==> config.mk <==
export PLATFORM = sky130hd
export DESIGN_NAME = mts_ctrl
export DESIGN_NICKNAME = d
export VERILOG_FILES = /design/src/rtl/core/mts_pkg.sv /design/src/rtl/core/mts_ctrl.sv
export SDC_FILE = /design/constraint.sdc
export NUM_CORES = 1
export LEC_CHECK = 0
export BUFFER_PORTS_ARGS = -buffer_cell sky130_fd_sc_hd__buf_4
export CAP_MARGIN = 20
export CORE_AREA = 3 3 40 42
export DETAILED_ROUTE_END_ITERATION = 16
export DIE_AREA = 0 0 43 45
export SETUP_SLACK_MARGIN = 0.05
export SYNTH_ARGS = -nofsm -noshare
export SYNTH_HDL_FRONTEND = slang
export SYNTH_SLANG_ARGS = --single-unit
==> constraint.sdc <==
create_clock -name i_clk -period 2 [get_ports i_clk]
set_clock_uncertainty 0.05 [all_clocks]
set_input_delay 0.3 -clock i_clk [delete_from_list [all_inputs] [get_ports i_clk]]
set_output_delay 0.3 -clock i_clk [all_outputs]
set_load 0.02 [all_outputs]
==> src/rtl/core/mts_pkg.sv <==
// Shared types and codes for the minimum-tracking stack.
// No dependencies; imported by the controller, datapath and top level.
package mts_pkg;

    localparam logic [1:0] CMD_PUSH  = 2'd0;
    localparam logic [1:0] CMD_POP   = 2'd1;
    localparam logic [1:0] CMD_QUERY = 2'd2;

    localparam logic [1:0] STS_OK        = 2'd0;
    localparam logic [1:0] STS_UNDERFLOW = 2'd1;
    localparam logic [1:0] STS_OVERFLOW  = 2'd2;

    localparam int IN_TDATA_W  = 40;
    localparam int OUT_TDATA_W = 80;
    localparam int OUT_WORD_W  = 32;
    localparam int DEPTH_OUT_W = 9;

    typedef struct packed {
        logic       push;
        logic       pop;
        logic       load;
        logic       capture;
        logic [1:0] status;
    } t_dp_cmd;

    typedef struct packed {
        logic full;
        logic empty;
    } t_dp_stat;

endpackage

==> src/rtl/core/mts_ctrl.sv <==
// Controller state machine for the minimum-tracking stack.
// Depends on mts_pkg; drives the datapath through t_dp_cmd.
module mts_ctrl (
    input  logic              i_clk,
    input  logic              i_rst_n,
    input  logic              i_req_valid,
    output logic              o_req_ready,
    input  logic [1:0]        i_cmd,
    output logic              o_rsp_valid,
    input  logic              i_rsp_ready,
    input  mts_pkg::t_dp_stat i_stat,
    output mts_pkg::t_dp_cmd  o_cmd
);
    import mts_pkg::*;

    localparam logic [1:0] ST_IDLE = 2'd0;
    localparam logic [1:0] ST_LOAD = 2'd1;
    localparam logic [1:0] ST_RESP = 2'd2;

    logic [1:0] r_state, n_state;
    logic [1:0] r_status, n_status;
    logic       r_rsp_valid, n_rsp_valid;
    logic       accept;

    assign o_req_ready = (r_state == ST_IDLE);
    assign accept      = o_req_ready && i_req_valid;
    assign o_rsp_valid = r_rsp_valid;

    always_comb begin
        n_state     = r_state;
        n_status    = r_status;
        n_rsp_valid = r_rsp_valid && !i_rsp_ready;
        o_cmd       = '0;
        o_cmd.status = r_status;
        unique case (r_state)
            ST_IDLE: begin
                if (accept) begin
                    n_state  = ST_RESP;
                    n_status = STS_OK;
                    case (i_cmd)
                        CMD_PUSH: begin
                            if (i_stat.full) begin
                                n_status = STS_OVERFLOW;
                            end else begin
                                o_cmd.push = 1'b1;
                            end
                        end
                        CMD_POP: begin
                            if (i_stat.empty) begin
                                n_status = STS_UNDERFLOW;
                            end else begin
                                o_cmd.pop = 1'b1;
                                n_state   = ST_LOAD;
                            end
                        end
                        default: begin
                        end
                    endcase
                end
            end
            ST_LOAD: begin
                o_cmd.load = 1'b1;
                n_state    = ST_RESP;
            end
            ST_RESP: begin
                if (!r_rsp_valid || i_rsp_ready) begin
                    o_cmd.capture = 1'b1;
                    n_rsp_valid   = 1'b1;
                    n_state       = ST_IDLE;
                end
            end
            default: begin
                n_state = ST_IDLE;
            end
        endcase
    end

    always_ff @(posedge i_clk) begin
        if (!i_rst_n) begin
            r_state     <= ST_IDLE;
            r_status    <= STS_OK;
            r_rsp_valid <= 1'b0;
        end else begin
            r_state     <= n_state;
            r_status    <= n_status;
            r_rsp_valid <= n_rsp_valid;
        end
    end

endmodule

==> results.json, run 1 <==
{
  "fin_nets": 55,
  "core_um2": 1280,
  "drive_gt1_share_pct": 41.3,
  "ys_top_cells_by_area": "dfxtp_1 (41%), nor2b_1 (7.7%), a21boi_0 (6.2%), or2b_1 (6.2%), or3b_4 (4.6%)",
  "setup_tns_ns": 0,
  "worst_ep_arrival_time_ns": 1.43,
  "syn_area_um2": 243,
  "end_kind": "output pin",
  "reg2reg_from": "r_state[0]",
  "min_from": "i_rst_n",
  "fin_area_um2": 400,
  "rsz0062_at_grt": "no",
  "synth_top_area_share_pct": 41.2,
  "wl_per_cell_um": 9.33,
  "sequentialPowerShare_pct": 39.2,
  "seq_area_frac_synth_pct": 41.2,
  "port_buffers": 15,
  "hold_buffers": 0,
  "die_width_um": 43,
  "cp_max_fo": 5,
  "fillers": 149,
  "avgSynthCellArea_um2": 8.99,
  "power.density_nw_per_um2": 682,
  "cts-resized-gates": 0,
  "critPathKind": "reg2out",
  "vias_per_cell": 4.13,
  "cts_root_buf": "clkbuf_4",
  "min_period_over_period_pct": 88.9,
  "antenna_found_initial": 0,
  "min_period_ns": 1.78,
  "tightest_slew_ns": 0.244,
  "dr.pass1.iters": 1,
  "ioPinCount": 16,
  "area_growth_pct": 64.9,
  "finalSetupViolCount": 0,
  "hold_path_class": "in2reg",
  "regToRegSetupSlack_ns": 0.46,
  "clockBufferDepth": 2,
  "p_sw_mw": 0.0665,
  "post_dp_cell_area_um2": 374,
  "die_height_um": 45,
  "drt_wl_total_um": 569,
  "initialDrtViolationCount": 0,
  "synth-seq-cells": 5,
  "num_antenna_cells": 0,
  "relSlewSlack_pct": 83.7,
  "grt_usage_pct": 7.10,
  "p_int_mw": 0.206,
  "synth_cells": 27,
  "whs_path_depth": 2,
  "pwr-share-comb_pct": 18.3,
  "status": "complete, no violations",
  "grt_pass1_wl_um": 966,
  "grt_pass1_vias": 264,
  "irDropWorstVdd_uv": 224,
  "p_leak_nw": 0.179,
  "cpMaxStageDelayCell": "or3b_4",
  "ys_warn_count": 0,
  "vias": 252,
  "dp_hpwl_um": 481,
  "htreeDepth": 1,
  "drc_errors": 0,
  "dieArea_um2": 1940,
  "swShare_pct": 24.4,
  "worstSetupStartpointType": "register",
  "multi_input_area_um2": 139,
  "path_clk_slew_ns": 0.04,
  "final_cell_mix": "buf_4 (15), dfxtp_1 (5), nor2b_1 (3), clkbuf_4 (3)",
  "post_cts_buffers": 0,
  "fmax_mhz": 562,
  "crit_chain": "or3b_4 > nor3b_1 > buf_4",
  "whs_endpoint": "r_state[0]",
  "seqCellArea_um2": 100,
  "cts_sinks": 5,
  "clkPwrFrac_pct": 42.5,
  "start_util_pct": 18.9,
  "timing.rr.end": "r_status[1]",
  "grt_max_degree": 6,
  "final_common_cell": "buf_4",
  "max_stage_delay_ns": 0.42,
  "gp_congestion": 0.610,
  "r2r_cells": 3,
  "finalMaxSlewViolations": 0,
  "cts_buffers": 3,
  "hold_viol_final": 0,
  "rows": 13,
  "max_cap_viol_count": 0,
  "syn_nets": 35,
  "required_ns": 1.65,
  "antenna_left": 0,
  "grt_overflow": 0,
  "insertion_delay_ns": 0.24,
  "synth_top_cell_by_area": "dfxtp_1",
  "yosys.cell_types.count": 17,
  "cts_tree": "done"
}
==> per-layer routing <==
metal	track usage (%)	routed length, µm
met5	0	0
met4	3.61	0
met3	5.18	90
met2	9.58	210
met1	8.25	268
==> layout make-up <==
class / instances / area share [%]
Inverter: 1 / 0.938
Sequential cell: 5 / 25.0
Timing Repair Buffer: 15 / 28.1
Clock buffer: 4 / 6.56
Multi-Input combinational cell: 21 / 34.7
Tap cell: 15 / 4.69
==> registers in the layout (all words and copies together) (netlist names) <==
register,cells
o_rsp_valid,1
r_state,2
r_status,2
==> worst max path at each step <==
stage,from,endpoint,slack [ns],depth (start not counted)
2_1_floorplan,r_state[0],o_cmd[5],0.30,2
3_3_place_gp,i_req_valid,o_cmd[4],0.39,4
3_5_place_dp,i_req_valid,r_status[1],0.42,4
4_1_cts,r_state[0],o_cmd[4],0.20,3
5_1_grt,r_state[0],o_cmd[4],0.12,3
6_report,r_state[0],o_cmd[4],0.22,3
==> synthesized netlist by cell type (all sizes together) <==
cell	n
dfxtp	5
a21boi	3
nor2b	3
nand2	2
nor2	2
or2b	2
a21oi	1
and2	1
inv	1
nand2b	1
nand4	1
nor3b	1
nor4	1
o31a	1
or3b	1
or4b	1
==> worst max-delay path: cells and delay by family (launching register included) <==
kind,cells,cell delay (ns)
simple gates,2,0.67
flops,1,0.32
buf+inv,1,0.19
==> through the flow <==
step / power [mW] / setup WS [ns] / instances / hold WS (ns) / utilization [%]
2_1_floorplan: 0.133 / 0.300 / 27 / 0.372 / -
3_3_place_gp: 0.159 / 0.392 / 57 / 0.408 / 29.1
3_5_place_dp: 0.159 / 0.420 / 57 / 0.402 / 29.1
4_1_cts: 0.280 / 0.204 / 61 / 0.240 / 31.2
5_1_grt: 0.294 / 0.116 / 61 / 0.252 / 31.2
6_report: 0.273 / 0.221 / 61 / 0.249 / 31.2
==> cell families (layout without fill, tap and decap cells) <==
logic type / after synthesis / count (layout) / share of synthesized area, %
buffers and inverters: 1 / 20 / 1.54
DFF: 5 / 5 / 41.2
and+or+nand+nor: 16 / 16 / 42.3
AOI/OAI and AO/OA: 5 / 5 / 14.9
==> power by group through the flow <==
stage,registers [mW],clock network (mW),logic [mW]
5_1_grt,0.107,0.132,0.0545
3_5_place_dp,0.109,0,0.0500
6_report,0.107,0.116,0.0499
2_1_floorplan,0.111,0,0.0223
3_3_place_gp,0.109,0,0.0498
4_1_cts,0.107,0.122,0.0503
(Power assumes the default switching activity.)
==> run 2: changes to the inputs <==
Clock period 2 ns to 1.6 ns, I/O delays scaled along.
==> run 2 against run 1 <==
Effect of this change:
- the run now ends with negative setup slack left
- die area did not move
- sequential power rose by 24%
- via count rose by 6.0%
- worst setup slack got worse by 0.24 ns
- clock power rose by 27%
- core utilization rose by 3.9 points
- power rose by 30%
- combinational power rose by 50%
- register-to-register slack got worse by 0.35 ns
- routed wire length rose by 7.9%
- cell count rose by 4.9%
- clock-buffer cell count did not move
- critical path type unchanged
- critical endpoint unchanged
- largest power group unchanged
- highest routed layer is now met4
==> results.json, run 2 (same netlist as run 1, synthesis figures left out) <==
{
  "clockBufferDepth": 2,
  "final_common_cell": "buf_4",
  "power.density_nw_per_um2": 788,
  "htreeDepth": 1,
  "cp_num_buf_inv": 1,
  "met3_wirelength_um": 78,
  "power.total_mw": 0.355,
  "finalMaxSlewViolations": 0,
  "p_leak_nw": 0.203,
  "cpMaxStageDelayCell": "or3b_4",
  "fmax_mhz": 617,
  "finalSetupViolCount": 1,
  "irDropWorstVdd_uv": 357,
  "dp_hpwl_um": 480,
  "critPathKind": "reg2out",
  "highest_layer": "met4",
  "max_stage_delay_ns": 0.42,
  "worst_ep_arrival_time_ns": 1.33,
  "die_height_um": 45,
  "start_util_pct": 18.9,
  "hold_buffers": 0,
  "grt_pass1_vias": 246,
  "relSlewSlack_pct": 86.9,
  "cts_sinks": 5,
  "gp_congestion": 0.704,
  "crit_family": "simple AND/OR/NAND/NOR gates",
  "multi_input_area_um2": 156,
  "grt_max_degree": 6,
  "die_width_um": 43,
  "fin_ws_ns": -0.0213,
  "cts_tree": "done",
  "grt_usage_pct": 7.09,
  "grt_pass1_wl_um": 924,
  "fillers": 146,
  "drt_wl_total_um": 614,
  "hold_path_class": "in2reg",
  "hold_viol_final": 0,
  "min_period_over_period_pct": 101,
  "min_period_ns": 1.62,
  "vias": 267,
  "worstSetupStartpointType": "register",
  "max_cap_viol_count": 0,
  "dr.pass1.iters": 2,
  "dieArea_um2": 1940,
  "initialDrtViolationCount": 6,
  "violations": "negative setup slack",
  "drc_errors": 0,
  "end_kind": "output pin",
  "rows": 13,
  "required_ns": 1.31,
  "setup_tns_ns": -0.0213,
  "met2_length_um": 281,
  "antenna_left": 0,
  "cts_root_buf": "clkbuf_4",
  "path_clk_slew_ns": 0.04,
  "status": "finished, violations left",
  "port_buffers": 15,
  "area_growth_pct": 85.6,
  "grt_overflow": 0,
  "fin_nets": 58,
  "core_um2": 1280,
  "wl_per_cell_um": 9.59,
  "final_cell_mix": "buf_4 (16), nor2b_1 (3), clkbuf_4 (3), dfxtp_1 (3)",
  "cp_max_fo": 4,
  "num_antenna_cells": 0,
  "antenna_found_initial": 0,
  "crit_chain": "or3b_4 > nor3b_4 > buf_6",
  "wl_met1_um": 245,
  "insertion_delay_ns": 0.24,
  "cts_buffers": 3,
  "rsz0062_at_grt": "yes",
  "vias_per_cell": 4.17,
  "ioPinCount": 16,
  "seqCellArea_um2": 103,
  "drive_gt1_share_pct": 53.1,
  "tightest_slew_ns": 0.194
}
-- run 2: power by group --
part           internal (mW)  switching (mW)
combinational         0.0415          0.0335
sequential             0.131         0.00286
clock                 0.0943          0.0523
total                  0.266          0.0887
-- run 2: layer usage --
metal  track usage [%]  vias to the layer above
li1                  -                      138
met1              6.78                      114
met2              9.88                       13
met3              5.98                        2
met4              5.42                        0
met5                 0                        -
-- run 2: worst paths after layout --
kind	startpoint	endpoint	slack, ns	cells past startpoint
hold reg to reg	r_status[1]	r_status[1]	0.41	2
hold / removal	i_rst_n	r_state[0]	0.19	2
setup reg to reg	r_state[0]	r_status[1]	0.11	3
setup / recovery	r_state[0]	o_cmd[4]	-0.02	3
-- run 2: final cells by class --
class,instances,area share [%]
inverter,1,0.833
timing repair buffer,18,31.7
clock buffer,4,5.83
multi-input combinational,21,34.7
sequential,5,22.8
tap,15,4.17
-- run 2: per-stage QoR --
step                std cells  setup WS, ns  utilization (%)  hold slack (ns)  instance area, µm²
CTS                        64       -0.0458             33.8            0.186                 434
finish                     64       -0.0213             35.1            0.188                 450
global route               64       -0.0803             35.1            0.198                 450
floorplan                  27         0.135                -            0.312                 254
detailed placement         59        0.0901             31.2            0.402                 400
global placement           59         0.110             31.2            0.403                 400
-- run 2: repair_timing --
item,4_1_cts,5_1_grt
setup buffers,1,0
resized for setup,0,5
setup endpoints to repair,2,3
gates cloned,0,0
